**src/rtl/core/darm_pkg.sv**
```systemverilog
package darm_pkg;

  // Size of the rule table and the widths that follow from it.
  localparam int unsigned MAX_RULES  = 64;
  localparam int unsigned RULE_IDX_W = (MAX_RULES > 1) ? $clog2(MAX_RULES) : 1;
  localparam int unsigned RULE_CNT_W = $clog2(MAX_RULES + 1);

  localparam int unsigned NUM_W  = 32;
  localparam int unsigned TYPE_W = 2;
  localparam int unsigned ACC_W  = 3;

  // Device type codes.
  localparam logic [TYPE_W-1:0] DEV_ANY     = 2'd0;
  localparam logic [TYPE_W-1:0] DEV_INVALID = 2'd3;

  typedef enum logic {
    KIND_APPEND = 1'b0,
    KIND_QUERY  = 1'b1
  } kind_e;

  typedef enum logic [1:0] {
    STATUS_OK       = 2'd0,
    STATUS_BAD_TYPE = 2'd1,
    STATUS_FULL     = 2'd2
  } status_e;

  typedef struct packed {
    kind_e             kind;
    logic [TYPE_W-1:0] dev_type;
    logic [ACC_W-1:0]  access_bits;
    logic [NUM_W-1:0]  major_number;
    logic              major_wild;
    logic [NUM_W-1:0]  minor_number;
    logic              minor_wild;
    logic              rule_allow;
  } in_item_t;

  typedef struct packed {
    logic    granted;
    logic    hit_rule;
    status_e status;
  } out_item_t;

  // One stored rule, as one word of the rule memory.
  typedef struct packed {
    logic              allow;
    logic [ACC_W-1:0]  mask;
    logic [TYPE_W-1:0] dev_type;
    logic              major_wild;
    logic [NUM_W-1:0]  major;
    logic              minor_wild;
    logic [NUM_W-1:0]  minor;
  } rule_t;

  typedef struct packed {
    logic                  en;
    logic [RULE_IDX_W-1:0] addr;
    rule_t                 data;
  } rule_wr_t;

  typedef struct packed {
    logic                  en;
    logic [RULE_IDX_W-1:0] addr;
  } rule_rd_t;

  // True when a stored rule decides the given query.
  function automatic logic rule_match(rule_t r, in_item_t q);
    logic type_ok;
    logic acc_ok;
    logic maj_ok;
    logic min_ok;
    type_ok = (r.dev_type == DEV_ANY) || (r.dev_type == q.dev_type);
    acc_ok  = (q.access_bits & ~r.mask) == '0;
    maj_ok  = r.major_wild || (r.major == q.major_number);
    min_ok  = r.minor_wild || (r.minor == q.minor_number);
    return type_ok && acc_ok && maj_ok && min_ok;
  endfunction

endpackage

```
**src/rtl/core/darm_rule_ram.sv**
```systemverilog
module darm_rule_ram
  import darm_pkg::*;
(
  input  logic     clk_i,
  input  rule_wr_t wr_i,
  input  rule_rd_t rd_i,
  output rule_t    rd_data_o
);

  rule_t mem [MAX_RULES];
  rule_t rd_data_q;

  always_ff @(posedge clk_i) begin
    if (wr_i.en) begin
      mem[wr_i.addr] <= wr_i.data;
    end
    if (rd_i.en) begin
      rd_data_q <= mem[rd_i.addr];
    end
  end

  assign rd_data_o = rd_data_q;

endmodule

```
**config.mk**
```make
export PLATFORM = sky130hd
export DESIGN_NAME = darm_rule_ram
export DESIGN_NICKNAME = d
export VERILOG_FILES = /design/src/rtl/core/darm_pkg.sv /design/src/rtl/core/darm_rule_ram.sv
export SDC_FILE = /design/constraint.sdc
export NUM_CORES = 2
export LEC_CHECK = 0
export BUFFER_PORTS_ARGS = -buffer_cell sky130_fd_sc_hd__buf_4
export CORE_AREA = 2 2 860 519
export CTS_CLUSTER_DIAMETER = 120
export DETAILED_ROUTE_END_ITERATION = 10
export DIE_AREA = 0 0 862 521
export PLACE_DENSITY = 0.61
export SLEW_MARGIN = 5
export SYNTH_ARGS = -nofsm -noshare
export SYNTH_HDL_FRONTEND = slang
export SYNTH_MEMORY_MAX_BITS = 65536
export SYNTH_SLANG_ARGS = --single-unit
```
**constraint.sdc**
```tcl
create_clock -name clk_i -period 12.1 [get_ports clk_i]
set_input_delay 0.605 -clock clk_i [delete_from_list [all_inputs] [get_ports clk_i]]
set_output_delay 0.605 -clock clk_i [all_outputs]
set_load 0.005 [all_outputs]
```
Yosys cells after proc, flatten, opt, wreduce, memory -nomap -nowiden --
Memories as Yosys holds them, arrays and structs flattened. A register that Yosys moved wholly into a read port is not among the register bits. Index checks and enable logic that the tools add are counted.
Operators by class: multiplexer cells 2
Operator list (number):
- two-way mux 1 bit | 2
Word-level totals: flip-flop bits (word level) 0, RAM bits 4608, input bits 87, logic and storage cells 3, memories kept 1
Memories:
- mem | words 64, width 72, rd ports 1, clocked after memory_dff 1, wr ports 1, RTL line darm_rule_ram.sv:10 | rule_t mem [MAX_RULES];

Logic depth before layout (Yosys ltp) --
word-level depth 2, mapped depth 8, gate-level depth less buffers 4

Worst setup path before layout --
Ideal clock, no wire load.
kind input to register, start point input wr_i[75] (netlist bit), end point memory mem[48][0] (netlist bit) (enable), setup time 0.590 ns, data arrival time 6.013 ns, required time 11.510 ns, path slack 5.496 ns, stages 4, path buffers 1, path through clkbuf_1 > nor2b_1 > nand4b_1 > nor3_1
RTL lines:
- start, declared | RTL line darm_rule_ram.sv:5 | input rule_wr_t wr_i,
- end, declared | RTL line darm_rule_ram.sv:10
Straight into the memory's write port.

==> out/qor.yml <==
status: "complete, no violations"
die_y_microns: 521
fin_area_sq_mm: 0.198
crit_path_cell_trace: "buf_16 -> buf_4 -> buf_4 -> buf_4 -> mux4_2 -> o22ai_1 -> a211oi_1 -> o211a_1"
synth-edff-count: 4680
wl_per_cell_microns: 40.5
initial_core_util: 0.399
clock-sinks: 4680
final_common_cell: "edfxtp_1"
power.switching_mw: 7.03
row_count: 189
comb_power_share: 0.048
ys.warnings.count: 0
power_frac_seq: 0.554
ios: 159
cap_violations: 0
grt_pass1_wl_mm: 753
wl_mm: 567
setup_viol: 0
grt_max_degree: 117
core_area_sq_mm: 0.441
cp_max_fo: 91
layout.nets: 7791
drt_iter0_markers: 16600
critPathSlowestCell: "buf_4"
switching_share: 0.216
ys_seq_elements: 4680
final.period_utilization: 0.354
cts_buffers: 408
syn_nets: 7392
clk_path_buf_depth: 4
cp_common_cell: "buf_4"
die_x_microns: 862
dpl-instance-area_sq_mm: 0.185
cp-start-kind: "input port"
area_growth_pct: 12.7
tns_ns: 0
drc: 0
drive_above_1_share: 0.273
cp_top_family: "buffers and inverters"
num_vias: 89300
hp-class: "input port to flop"
crit_path_end_kind: "flop"
grt_antenna_before_repair: 61
synth_cell_types: 26
required_ns: 12.83
fin_skew_ns: 0.0527
p_per_area_mw_per_mm2: 164
port_buffers: 158
ant_nets: 0
leakagePower_nw: 60.5
ctsResizeCount: 0
period_needed_ns: 4.28
drtPass1Iterations: 6
crit_type: "input port to flop"
clkPwrFrac: 0.398
cts_setup_buffers: 0
tritoncts: "built"
viasPerCell: 6.38
gr-total-overflow: 0
ir_worst_vdd_v: 0.000110
relSlewSlack: 0.0639
grt.total_usage: 0.247
async_reset_ff_frac: 0
worstPathArrival_ns: 5.01
worst_pin_slew_ns: 1.40
max_freq_ghz: 0.234
gp_congestion: 0.789
critPathMaxStageDelay_ns: 0.81
grt_pass1_vias: 84600
netlist_area_sq_mm: 0.176
htree_levels: 5
avgSynthCellArea_sq_um: 24.1
critPathBufInv: 4
netlist_instances: 7305
hold_viol: 0
power.internal_mw: 25.6
rsz0062_at_grt: "false"
mostFrequentLayoutCells: "edfxtp_1 (4,680), mux4_2 (1,152), clkbuf_16 (411)"
clk-insertion-delay-late_ns: 1.00
slew_viol_final: 0
synth-seq-area-share: 0.799
cts-root-buf: "clkbuf_16"
hpwl_mm: 299
clk_pin_slew_ns: 0.07
dieArea_sq_mm: 0.449
synthFlopType: "edfxtp_1"
cts.hold.buffers_added: 0
-- kinds of logic after synthesis --
group,share of synthesized area
DFF,0.799
muxes,0.154
and+or+nand+nor,0.00878
buffers and inverters,0.0115
AOI/OAI and AO/OA,0.0273
-- worst register-to-register path, cell delays in order (launching register included) --
cell	delay, ns
edfxtp_1	0.37
mux4_2	0.48
a22oi_1	0.41
nand3_1	0.49
o211a_1	0.29
-- layer usage --
layer,global-route usage,vias up,wire length (microns)
met5,0,-,214
met4,0.0596,32,15800
met3,0.0816,880,86100
met2,0.346,6950,240000
met1,0.374,48800,224000
li1,-,32700,-
-- flip-flops by register name, indices dropped and copies added, names as in the netlist --
signal / cells
rd_data_o: 72
mem: 4608
-- synth_stat cells, types with 4 or more instances --
cell type | instances | share of area
o211a_1 | 72 | 0.0041
mux2i_1 | 108 | 0.0061
o221ai_1 | 54 | 0.0027
nor2b_1 | 9 | 0.00032
or3b_2 | 4 | 0.00020
buf_2 | 190 | 0.0054
a211oi_1 | 72 | 0.0031
nand3b_1 | 26 | 0.0011
clkbuf_1 | 143 | 0.0031
nand2b_1 | 9 | 0.00032
o22ai_1 | 144 | 0.0051
a22oi_1 | 288 | 0.012
mux4_2 | 1152 | 0.15
buf_4 | 56 | 0.0024
nor2_1 | 120 | 0.0026
edfxtp_1 | 4680 | 0.80
nand3_1 | 128 | 0.0036
nand2_1 | 8 | 0.00017
buf_1 | 27 | 0.00058
-- power by group through the flow --
stage          clock (mW)  combinational, mW  sequential (mW)
2_1_floorplan           0              0.826             18.4
3_3_place_gp            0               1.53             18.4
3_5_place_dp            0               1.56             18.4
4_1_cts              13.1               1.56             18.1
5_1_grt              13.7               1.64             18.0
6_report             13.0               1.57             18.0
-- final cells by class --
class | instances | area [sq um]
Fill cell | 36200 | 243000
Sequential cell | 4680 | 141000
Multi-Input combinational cell | 2207 | 33900
Clock buffer | 486 | 10600
Tap cell | 5921 | 7410
Timing Repair Buffer | 407 | 3420
Clock inverter | 255 | 2280
Antenna cell | 39 | 97.6
-- through the flow --
step                cells  hold slack [ns]  power [mW]  worst slack, ns  utilization
global route        14000           0.0682        33.4             7.48        0.450
finish              14000           0.0922        32.6             7.82        0.450
global placement    13200            0.895        19.9             6.74        0.420
floorplan            7305            0.704        19.2             5.50            -
detailed placement  13200            0.890        20.0             6.73        0.420
CTS                 14000           0.0347        32.7             7.78        0.450
-- final timing paths --
kind / from / endpoint / slack, ns / cells past startpoint
max: rd_i[0] / rd_data_o[33] / 7.82 / 8
min: rd_i[6] / rd_data_o[4] / 0.09 / 1
max reg2reg: mem[3][45] / rd_data_o[45] / 9.84 / 4
min reg2reg: mem[22][64] / rd_data_o[64] / 0.90 / 4
Power figures use the tool's default switching activity.
