File: config.mk
export PLATFORM = sky130hd
export DESIGN_NAME = darm_scan_ctrl
export DESIGN_NICKNAME = d
export VERILOG_FILES = /design/src/rtl/core/darm_pkg.sv /design/src/rtl/core/darm_scan_ctrl.sv
export SDC_FILE = /design/constraint.sdc
export NUM_CORES = 1
export LEC_CHECK = 0
export BUFFER_PORTS_ARGS = -buffer_cell sky130_fd_sc_hd__buf_4
export CORE_ASPECT_RATIO = 1.4
export CORE_UTILIZATION = 51
export CTS_CLUSTER_DIAMETER = 200
export DETAILED_ROUTE_END_ITERATION = 10
export GPL_TIMING_DRIVEN = 0
export PLACE_DENSITY_LB_ADDON = 0.2
export SETUP_SLACK_MARGIN = 0.05
export SYNTH_ARGS = -nofsm -noshare
export SYNTH_HDL_FRONTEND = slang
export SYNTH_SLANG_ARGS = --single-unit
File: constraint.sdc
create_clock -name clk_i -period 5.6 [get_ports clk_i]
set_input_delay 1.12 -clock clk_i [delete_from_list [all_inputs] [get_ports clk_i]]
set_output_delay 1.12 -clock clk_i [all_outputs]
set_load 0.03 [all_outputs]
File: src/rtl/core/darm_pkg.sv
package darm_pkg;

  // Size of the rule table and the widths that follow from it.
  localparam int unsigned MAX_RULES  = 64;
  localparam int unsigned RULE_IDX_W = (MAX_RULES > 1) ? $clog2(MAX_RULES) : 1;
  localparam int unsigned RULE_CNT_W = $clog2(MAX_RULES + 1);

  localparam int unsigned NUM_W  = 32;
  localparam int unsigned TYPE_W = 2;
  localparam int unsigned ACC_W  = 3;

  // Device type codes.
  localparam logic [TYPE_W-1:0] DEV_ANY     = 2'd0;
  localparam logic [TYPE_W-1:0] DEV_INVALID = 2'd3;

  typedef enum logic {
    KIND_APPEND = 1'b0,
    KIND_QUERY  = 1'b1
  } kind_e;

  typedef enum logic [1:0] {
    STATUS_OK       = 2'd0,
    STATUS_BAD_TYPE = 2'd1,
    STATUS_FULL     = 2'd2
  } status_e;

  typedef struct packed {
    kind_e             kind;
    logic [TYPE_W-1:0] dev_type;
    logic [ACC_W-1:0]  access_bits;
    logic [NUM_W-1:0]  major_number;
    logic              major_wild;
    logic [NUM_W-1:0]  minor_number;
    logic              minor_wild;
    logic              rule_allow;
  } in_item_t;

  typedef struct packed {
    logic    granted;
    logic    hit_rule;
    status_e status;
  } out_item_t;

  // One stored rule, as one word of the rule memory.
  typedef struct packed {
    logic              allow;
    logic [ACC_W-1:0]  mask;
    logic [TYPE_W-1:0] dev_type;
    logic              major_wild;
    logic [NUM_W-1:0]  major;
    logic              minor_wild;
    logic [NUM_W-1:0]  minor;
  } rule_t;

  typedef struct packed {
    logic                  en;
    logic [RULE_IDX_W-1:0] addr;
    rule_t                 data;
  } rule_wr_t;

  typedef struct packed {
    logic                  en;
    logic [RULE_IDX_W-1:0] addr;
  } rule_rd_t;

  // True when a stored rule decides the given query.
  function automatic logic rule_match(rule_t r, in_item_t q);
    logic type_ok;
    logic acc_ok;
    logic maj_ok;
    logic min_ok;
    type_ok = (r.dev_type == DEV_ANY) || (r.dev_type == q.dev_type);
    acc_ok  = (q.access_bits & ~r.mask) == '0;
    maj_ok  = r.major_wild || (r.major == q.major_number);
    min_ok  = r.minor_wild || (r.minor == q.minor_number);
    return type_ok && acc_ok && maj_ok && min_ok;
  endfunction

endpackage

File: src/rtl/core/darm_scan_ctrl.sv
module darm_scan_ctrl
  import darm_pkg::*;
(
  input  logic      clk_i,
  input  logic      rst_ni,
  input  logic      list_mode_i,
  input  logic      in_valid_i,
  output logic      in_stall_o,
  input  in_item_t  in_data_i,
  output logic      out_valid_o,
  input  logic      out_stall_i,
  output out_item_t out_data_o,
  output rule_wr_t  wr_o,
  output rule_rd_t  rd_o,
  input  rule_t     rd_data_i
);

  typedef enum logic [1:0] {
    S_IDLE,
    S_SCAN,
    S_DONE
  } state_e;

  state_e                state_q, state_d;
  logic [RULE_CNT_W-1:0] count_q, count_d;
  logic [RULE_CNT_W-1:0] issue_q, issue_d;
  logic                  pend_q, pend_d;
  in_item_t              qry_q, qry_d;
  out_item_t             res_q, res_d;
  logic                  out_valid_q, out_valid_d;
  out_item_t             out_q, out_d;

  always_comb begin
    state_d     = state_q;
    count_d     = count_q;
    issue_d     = issue_q;
    pend_d      = pend_q;
    qry_d       = qry_q;
    res_d       = res_q;
    out_valid_d = out_valid_q;
    out_d       = out_q;
    wr_o        = '0;
    rd_o        = '0;

    if (out_valid_q && !out_stall_i) begin
      out_valid_d = 1'b0;
    end

    case (state_q)
      S_IDLE: begin
        if (in_valid_i) begin
          if (in_data_i.kind == KIND_APPEND) begin
            res_d = '{granted: 1'b0, hit_rule: 1'b0, status: STATUS_OK};
            if (in_data_i.dev_type == DEV_INVALID) begin
              res_d.status = STATUS_BAD_TYPE;
            end else if (count_q == RULE_CNT_W'(MAX_RULES)) begin
              res_d.status = STATUS_FULL;
            end else begin
              wr_o.en              = 1'b1;
              wr_o.addr            = count_q[RULE_IDX_W-1:0];
              wr_o.data.allow      = in_data_i.rule_allow;
              wr_o.data.mask       = in_data_i.access_bits;
              wr_o.data.dev_type   = in_data_i.dev_type;
              wr_o.data.major_wild = in_data_i.major_wild;
              wr_o.data.major      = in_data_i.major_number;
              wr_o.data.minor_wild = in_data_i.minor_wild;
              wr_o.data.minor      = in_data_i.minor_number;
              count_d              = RULE_CNT_W'(count_q + 1'b1);
            end
            state_d = S_DONE;
          end else begin
            qry_d   = in_data_i;
            issue_d = '0;
            pend_d  = 1'b0;
            state_d = S_SCAN;
          end
        end
      end
      S_SCAN: begin
        // Reads run one entry ahead of the compare.
        pend_d = 1'b0;
        if (issue_q < count_q) begin
          rd_o.en   = 1'b1;
          rd_o.addr = issue_q[RULE_IDX_W-1:0];
          issue_d   = RULE_CNT_W'(issue_q + 1'b1);
          pend_d    = 1'b1;
        end
        if (pend_q && rule_match(rd_data_i, qry_q)) begin
          res_d   = '{granted: rd_data_i.allow, hit_rule: 1'b1, status: STATUS_OK};
          pend_d  = 1'b0;
          state_d = S_DONE;
        end else if (!pend_q && (issue_q == count_q)) begin
          res_d   = '{granted: list_mode_i, hit_rule: 1'b0, status: STATUS_OK};
          state_d = S_DONE;
        end
      end
      S_DONE: begin
        if (!out_valid_q || !out_stall_i) begin
          out_d       = res_q;
          out_valid_d = 1'b1;
          state_d     = S_IDLE;
        end
      end
      default: begin
        state_d = S_IDLE;
      end
    endcase
  end

  always_ff @(posedge clk_i or negedge rst_ni) begin
    if (!rst_ni) begin
      state_q     <= S_IDLE;
      count_q     <= '0;
      issue_q     <= '0;
      pend_q      <= 1'b0;
      qry_q       <= '0;
      res_q       <= '0;
      out_valid_q <= 1'b0;
      out_q       <= '0;
    end else begin
      state_q     <= state_d;
      count_q     <= count_d;
      issue_q     <= issue_d;
      pend_q      <= pend_d;
      qry_q       <= qry_d;
      res_q       <= res_d;
      out_valid_q <= out_valid_d;
      out_q       <= out_d;
    end
  end

  assign in_stall_o  = (state_q != S_IDLE);
  assign out_valid_o = out_valid_q;
  assign out_data_o  = out_q;

  a_count_bound: assert property (@(posedge clk_i) disable iff (!rst_ni)
    count_q <= RULE_CNT_W'(MAX_RULES))
    else $error("rule count beyond table size");

  a_issue_bound: assert property (@(posedge clk_i) disable iff (!rst_ni)
    issue_q <= count_q)
    else $error("scan index beyond stored rules");

  a_read_in_scan: assert property (@(posedge clk_i) disable iff (!rst_ni)
    rd_o.en |-> (state_q == S_SCAN) && !wr_o.en)
    else $error("rule read outside a scan");

  a_write_in_idle: assert property (@(posedge clk_i) disable iff (!rst_ni)
    wr_o.en |-> (state_q == S_IDLE) && (count_d == RULE_CNT_W'(count_q + 1'b1)))
    else $error("rule write without count update");

  a_done_delivers: assert property (@(posedge clk_i) disable iff (!rst_ni)
    (state_q == S_DONE) && (!out_valid_q || !out_stall_i) |=> out_valid_q)
    else $error("finished result not presented");

endmodule

**Word-level counts from Yosys, hierarchy flattened**

Index checks and enable logic that the tools add are counted.

- Bits in registers: 95
- Output and inout bits: 92
- Logic and storage cells: 94

- Add/sub/neg operators: 2
- Magnitude comparators: 1
- Equality and inequality tests: 14
- Mux-type cells: 32
- Bitwise operators: 5
- Reductions and logical operators: 25

Operator list:

| kind | count |
|---|---|
| 2-to-1 mux 79 bit | 5 |
| == test 32 bit | 2 |
| 2-to-1 mux 7 bit | 5 |
| 2-to-1 mux 4 bit | 4 |
| adder 7 x 1 -> 7 bit, second input constant | 2 |
| 2-to-1 mux 2 bit | 7 |
| one-hot mux 7 bit (2 select lines) | 1 |
| inequality test 2 bit, second input constant | 5 |
| AND reduction 3 bit | 3 |
| one-hot mux 4 bit (2 select lines) | 1 |
| AND reduction 4 bit | 2 |
| == test 7 bit | 1 |
| == test 7 bit, second input constant | 1 |
| less-than comparator 7 bit | 1 |
| 2-to-1 mux 1 bit | 7 |
| logical AND 1 bit | 6 |
| one-hot mux 2 bit (3 select lines) | 1 |
| AND reduction 5 bit | 1 |
| == test 2 bit, second input constant | 2 |
| zero test 2 bit | 2 |
| logical OR 1 bit | 4 |
| nonzero test 2 bit | 2 |
| bitwise AND 3 bit | 1 |
| zero test 1 bit | 3 |
| 8 further kinds | 10 |

**Logic depth before layout (Yosys ltp)**

Gate-level depths: netlist of run 1.

- Depth in word-level cells: 9
- Gate-level depth with buffers: 10
- Mapped depth without buffers: 9

**Worst setup path after synthesis of run 1**

No wires, ideal clock.

- Path type: input to output
- From: input in_valid_i
- To: output wr_o[67] in the netlist's numbering
- Data arrival time: 2.319 ns
- Slack: 2.161 ns
- Stages on the path: 6
- Buffers on the path: 3
- Cell sequence: nor2b_1 and3_1 buf_2 clkbuf_1 clkbuf_1 and3_1

RTL lines:

| item | RTL line | text |
|---|---|---|
| from (decl) | darm_scan_ctrl.sv:7 | `input logic in_valid_i,` |
| to (decl) | darm_scan_ctrl.sv:13 | `output rule_wr_t wr_o,` |

==> impl_results.md, run 1 <==
- Status: finished clean
- Cell Area, Synth: 5250 µm²
- CTS tree: built
- Critical path's largest stage delay: 0.43 ns
- Worst-Margin Slew: 1.19 ns
- Placement Setup Slack: 1.50 ns
- Met2 routed wirelength: 8850 µm
- Layout cells sized above 1: 31.3%
- Worst R2R Path Depth: 7
- Die Wd: 87.8 µm
- Cell Rows: 43
- Hold Vio Cnt, Final: 0
- Crit Path Class: in -> out
- Post-Route WL: 16900 µm
- Clk_lat worst skew: 0.34 ns
- CP Cell Sequence: buf_4 > nor2b_1 > and3_1 > buf_2 > clkbuf_1 > clkbuf_1 > and3_1 > buf_4
- Cell taking the most area after synthesis: dfrtp_1
- WHS Path Cells: 1
- Register area share after synthesis: 45.2%
- Leak: 4.14 nW
- Synth cell count leaders: nand2_1, dfrtp_1, and3_1
- Syn. warnings: 0
- Ys flop type: dfrtp_1
- Final setup violation count: 0
- Total die area: 10700 µm²
- Critical Path Fanout Max: 10
- Setup_tns: 0 ns
- Avg Cell Area, Syn: 8.56 µm²
- Peak supply drop: 0.000228 V
- Max layer used: met4
- Largest net degree at the start of global routing: 96
- Vias/cell: 5.24
- Initial antenna violation count: 0
- Hpwl dp: 13100 µm
- Util after Layout: 75.9%
- IO Count: 242
- Slew headroom: 20.6%
- Longest Clk Path Bufs: 2
- Synth Net Count: 774
- Die height: 122 µm
- Post-route insts no fill: 1006
- PwrDens: 427 nW/µm²
- Ant. Diodes: 0
- F_max: 242 MHz
- Inst Count DP: 990
- Top cells by area, synth: dfrtp_1, nand2_1, xnor2_1, and3_1, nand4_1
- CTS Root Cell: clkbuf_16
- Minimum clock period: 4.14 ns
- Period utilization: 73.9%
- RSZ-0062 raised after global routing: no
- Cell Area, Placed: 7230 µm²
- Core area: 9950 µm²
- IO buf count: 241
- Final Max Slew Viols: 0
- Final non-filler cell area: 7560 µm²
- Skew final: 0.00783 ns
- Vias in the first global route: 5157
- Setup ws final: 1.46 ns
- CTS buffer count: 9
- Synth-to-Final Area Change: 43.8%
- Nature of the critical path endpoint: output port
- DRT antenna net count: 0
- Async SR Flop Fraction: 100%
- Hold WC Path Type: reg -> reg
- Drt pass-1 iters: 4
- Number of max-cap violations: 0
- DRC Markers: 0
- Post-CTS Setup Bufs: 0
- Initial core utilization: 52.8%
- Clock slew at reported path FFs: 0.06 ns
- Layout filler cell count: 759
- Clock sinks: 95
- Mapped Cells: 614
- Worst path slowest cell: clkbuf_1
- M1 WL: 6260 µm
- Hold buffers post-CTS: 0
- Critical Path RT: 4.48 ns
- Most common cell in the netlist: nand2_1
- Iter 0 DRT Violations: 257
- Congestion Overflow GR: 0
- H-tree levels: 3
- Gpl congestion: 0.875
- #FFs+latches synth: 95
- Synth top area share: 45.2%
- GRT Total Usage: 31.9%
- First-pass GRT wire length: 25300 µm
- Final #Nets: 1026
- Post-CTS sizing: 0
- EDFF count, synth: 0
- Startpoint types: primary input
- Met3 WL: 1210 µm
- Via Count: 5276
- Post-synth cell types: 37
- Arr. time, crit path: 3.02 ns
- Wirelength per Cell: 16.8 µm
[registers in the layout (all words and copies together) (netlist names)]
name         cells
out_data_o       4
res_q            4
count_q          7
pend_q           1
state_q          2
issue_q          7
qry_q           69
out_valid_o      1
[layer usage]
layer / vias to the layer above / GRT usage, %
met1: 2530 / 37.2
met3: 33 / 5.96
met2: 210 / 55.9
met5: - / 0
li1: 2503 / -
met4: 0 / 14.9
[power breakdown]
group	switching, mW	internal [mW]	leakage (nW)
clock network	0.247	0.415	0.160
logic	0.769	0.575	2.79
registers	0.238	0.982	1.19
[cells in the final DEF, fill, tap and decap left out, types with 4 or more instances in the layout]
cell,n
a21oi_1,5
and2_1,10
and3_1,79
buf_2,4
buf_4,242
clkbuf_1,32
clkbuf_16,9
dfrtp_1,95
ha_1,10
inv_1,14
mux2_2,4
nand2_1,210
nand2b_1,4
nand3_1,4
nand4_1,21
nor2_1,8
nor4_1,5
o21ai_0,15
xnor2_1,70
xor2_1,5
[worst max-delay path, delay by kind of cell]
family                 cells  cell delay (ns)
buffers and inverters      5             1.35
and+or+nand+nor            3             0.55
[final timing paths]
| path | from | endpoint | slack (ns) |
|---|---|---|---|
| worst max-delay path | in_data_i[72] | wr_o[60] | 1.46 |
| worst min-delay path | res_q[0]$_DFFE_PN0P_ | res_q[0]$_DFFE_PN0P_ | 0.49 |
| worst max register to register | qry_q[33]$_DFFE_PN0P_ | res_q[3]$_DFFE_PN0P_ | 3.30 |
| worst min register to register | res_q[0]$_DFFE_PN0P_ | res_q[0]$_DFFE_PN0P_ | 0.49 |
| max in group asynchronous | rst_ni | qry_q[15]$_DFFE_PN0P_ | 3.83 |
| min in group asynchronous | rst_ni | qry_q[54]$_DFFE_PN0P_ | 1.01 |
[logic make-up (layout without fill, tap and decap cells)]
family	after synthesis	in the layout	share of synthesized area, %
AO/OA/AOI/OAI	26	26	2.98
XOR/XNOR	75	75	12.5
adder cells (fa/ha/maj)	10	10	2.38
buffers and inverters	49	306	3.67
flip-flops	95	95	45.2
multiplexers	5	5	1.07
AND/OR/NAND/NOR	354	354	32.2
[per-stage QoR]
step	power (mW)	hold WS (ns)
after floorplan	2.06	0.447
after CTS	3.23	0.481
after detailed placement	2.56	0.467
after global routing	3.43	0.499
final	3.23	0.485
after global placement	2.49	0.459
[final cells by class]
cell class | instances | area (µm²) | share of cell area (%)
clock buffer | 13 | 260 | 3.44
multi-input combinational | 470 | 2680 | 35.5
buffer | 35 | 140 | 1.85
inverter | 14 | 52.6 | 0.695
timing repair buffer | 241 | 1810 | 23.9
clock inverter | 3 | 65.1 | 0.861
sequential | 95 | 2380 | 31.5
tap | 135 | 169 | 2.24
No activity file was read; power rests on OpenSTA's default activity.
==> inputs of run 2 (changes only) <==
--- a/config.mk
+++ b/config.mk
@@ -7,7 +7,7 @@
 export LEC_CHECK = 0
 export BUFFER_PORTS_ARGS = -buffer_cell sky130_fd_sc_hd__buf_4
 export CORE_ASPECT_RATIO = 1.4
-export CORE_UTILIZATION = 51
+export CORE_UTILIZATION = 47
 export CTS_CLUSTER_DIAMETER = 200
 export DETAILED_ROUTE_END_ITERATION = 10
 export GPL_TIMING_DRIVEN = 0
==> constraint.sdc (replaced) <==
create_clock -name clk_i -period 4 [get_ports clk_i]
set_input_delay 0.8 -clock clk_i [delete_from_list [all_inputs] [get_ports clk_i]]
set_output_delay 0.8 -clock clk_i [all_outputs]
set_load 0.03 [all_outputs]
==> impl_results.md, run 2 (synthesis results as in run 1) <==
- Setup ws final: 0.557 ns (-0.903 ns)
- Initial core utilization: 48.3% (-4.4 points)
- Crit Path Class: in -> out
- Final Max Slew Viols: 0 (unchanged)
- Drt pass-1 iters: 4 (unchanged)
- Worst R2R Path Depth: 7 (unchanged)
- Commonest cells after routing, fill and taps aside: buf_4, nand2_1, dfrtp_1
- Layer with the highest usage: met2
- Number of max-cap violations: 0 (unchanged)
- Post-route insts no fill: 1011 (+0.50%)
- R2R Setup Slk: 1.72 ns (-1.58 ns)
- Final #Nets: 1026 (unchanged)
- H-tree levels: 3 (unchanged)
- GR Util met2: 50.3% (-5.6 points)
- Met1 GRT Util: 33.0% (-4.2 points)
- Critical Path Fanout Max: 10 (unchanged)
- Min-Delay Endpoint: qry_q[67]$_DFFE_PN0P_
- Skew final: 0.00797 ns (+0.000143 ns)
- CTS buffer count: 9 (unchanged)
- Startpoint types: primary input
- Final setup violation count: 0 (unchanged)
- Synth-to-Final Area Change: 43.8% (about the same)
- Clk_lat worst skew: 0.34 ns (about the same)
- CTS Root Cell: clkbuf_16
- Congestion Overflow GR: 0 (unchanged)
- DRT antenna net count: 0 (unchanged)
- WP buf/inv: 5 (unchanged)
- Slew headroom: 21.2% (+0.53 points)
- Period utilization: 86.1%
- Wirelength per Cell: 16.1 µm (-3.9%)
- Status: finished clean
- GRT Total Usage: 28.7% (-3.2 points)
- Max reg flops: 69 (unchanged)
- Vias in the first global route: 5180 (+0.45%)
- Critical Path RT: 3.20 ns (-1.28 ns)
- RSZ-0062 raised after global routing: no
- Die height: 127 µm (+4.1%)
- Worst-case hold slack: 0.478 ns (-0.00721 ns)
- Worst-Margin Slew: 1.18 ns (-0.00790 ns)
- Placement Setup Slack: 0.553 ns (-0.947 ns)
- First-pass GRT wire length: 25800 µm (+1.9%)
- CTS tree: built
- Setup_tns: 0 ns (unchanged)
- Top Registers: qry_q: 69 flops, count_q: 7 flops, issue_q: 7 flops
- IO Count: 242 (unchanged)
- PwrDens: 595 nW/µm² (+39%)
- WP depth: 8 (unchanged)
- Post-Route WL: 16300 µm (-3.5%)
- Hold buffers post-CTS: 0 (unchanged)
- Crit path max-delay family: buffers and inverters
- Worst Setup SP: in_data_i[72]
- Ant. Diodes: 0 (unchanged)
- Commonest non-fill, non-tap cell in the layout: buf_4
- Total die area: 11600 µm² (+8.3%)
- End of the worst register-to-register path: res_q[1]$_DFFE_PN0P_
- Gpl congestion: 0.856 (-2.2%)
- Peak supply drop: 0.000358 V (+57%)
- Arr. time, crit path: 2.64 ns (-0.38 ns)
- Via Count: 5168 (-2.0%)
- WHS Path Cells: 2 (+1)
- Longest Clk Path Bufs: 2 (unchanged)
- Critical R2R Launch: qry_q[33]$_DFFE_PN0P_
- Cell Area, Placed: 7240 µm² (+0.10%)
- Worst Hold Launch: qry_q[67]$_DFFE_PN0P_
- Initial antenna violation count: 0 (unchanged)
- Final non-filler cell area: 7550 µm² (about the same)
- Die Wd: 91.4 µm (+4.1%)
- Hold Vio Cnt, Final: 0 (unchanged)
- Clock sinks: 95 (unchanged)
- Minimum clock period: 3.44 ns
- Core area: 10900 µm² (+9.2%)
- Vias/cell: 5.11 (-2.5%)
- IO buf count: 241 (unchanged)
- Hold WC Path Type: reg -> reg
- Layout filler cell count: 850 (+12%)
- CP Cell Sequence: buf_4 > nor2b_1 > and3_1 > buf_2 > clkbuf_1 > clkbuf_1 > and3_1 > buf_4
- Nature of the critical path endpoint: output port
- Largest net degree at the start of global routing: 96 (unchanged)
- F_max: 290 MHz
- Leak: 4.13 nW (-0.26%)
- Post-CTS Setup Bufs: 0 (unchanged)
- Largest reg by FF count: qry_q
- Hpwl dp: 12700 µm (-3.5%)
- Critical path's largest stage delay: 0.39 ns (-0.04 ns)
- Clock slew at reported path FFs: 0.06 ns (about the same)
- Iter 0 DRT Violations: 231 (-10%)
- Layout cells sized above 1: 31.3% (-0.079 points)
- Worst path slowest cell: clkbuf_1
- Met3 usage: 6.19% (+0.23 points)
- Inst Count DP: 996 (+0.61%)
- Post-CTS sizing: 0 (unchanged)
- DRC Markers: 0 (unchanged)
- Cell Rows: 45 (+4.7%)
-- run 2: through the flow --
stage	utilization [%]	total power, mW
after floorplan	-	2.88
after global placement	66.6	3.49
after detailed placement	66.6	3.57
after CTS	69.5	4.51
after global routing	69.5	4.80
final	69.5	4.50
-- run 2: layout make-up --
| cell class | count | area (µm²) | area share, % |
|---|---|---|---|
| Multi-Input combinational cell | 470 | 2680 | 35.5 |
| Sequential cell | 95 | 2380 | 31.5 |
| Timing Repair Buffer | 241 | 1810 | 24.0 |
| Clock buffer | 12 | 246 | 3.26 |
| Tap cell | 141 | 176 | 2.34 |
| Buffer | 35 | 140 | 1.86 |
| Clock inverter | 3 | 67.6 | 0.894 |
| Inverter | 14 | 52.6 | 0.696 |
-- run 2: per-layer routing --
metal  routed length, µm  share of wire [%]
met1                6330                 39
met2                8310                 51
met3                 923                5.7
met4                 721                4.4
met5                   0                  0
-- run 2: worst max-delay path by stage --
stage,to,slack (ns)
floorplan,rd_o[0],1.09
global placement,wr_o[68],0.60
detailed placement,wr_o[69],0.55
CTS,wr_o[69],0.55
global route,wr_o[72],0.41
finish,wr_o[70],0.56
-- run 2: power by group --
| group | internal [mW] | switching, mW | total, mW |
|---|---|---|---|
| combinational | 0.804 | 1.08 | 1.88 |
| clock | 0.562 | 0.353 | 0.915 |
| sequential | 1.37 | 0.324 | 1.70 |
| total | 2.74 | 1.76 | 4.50 |
-- run 2: worst register-to-register path, delay by kind of cell (launching register included) --
family | cells | cell delay [ns]
flops | 1 | 0.39
xor+xnor | 1 | 0.25
mux | 1 | 0.33
compound gates | 2 | 0.34
simple gates | 3 | 0.84
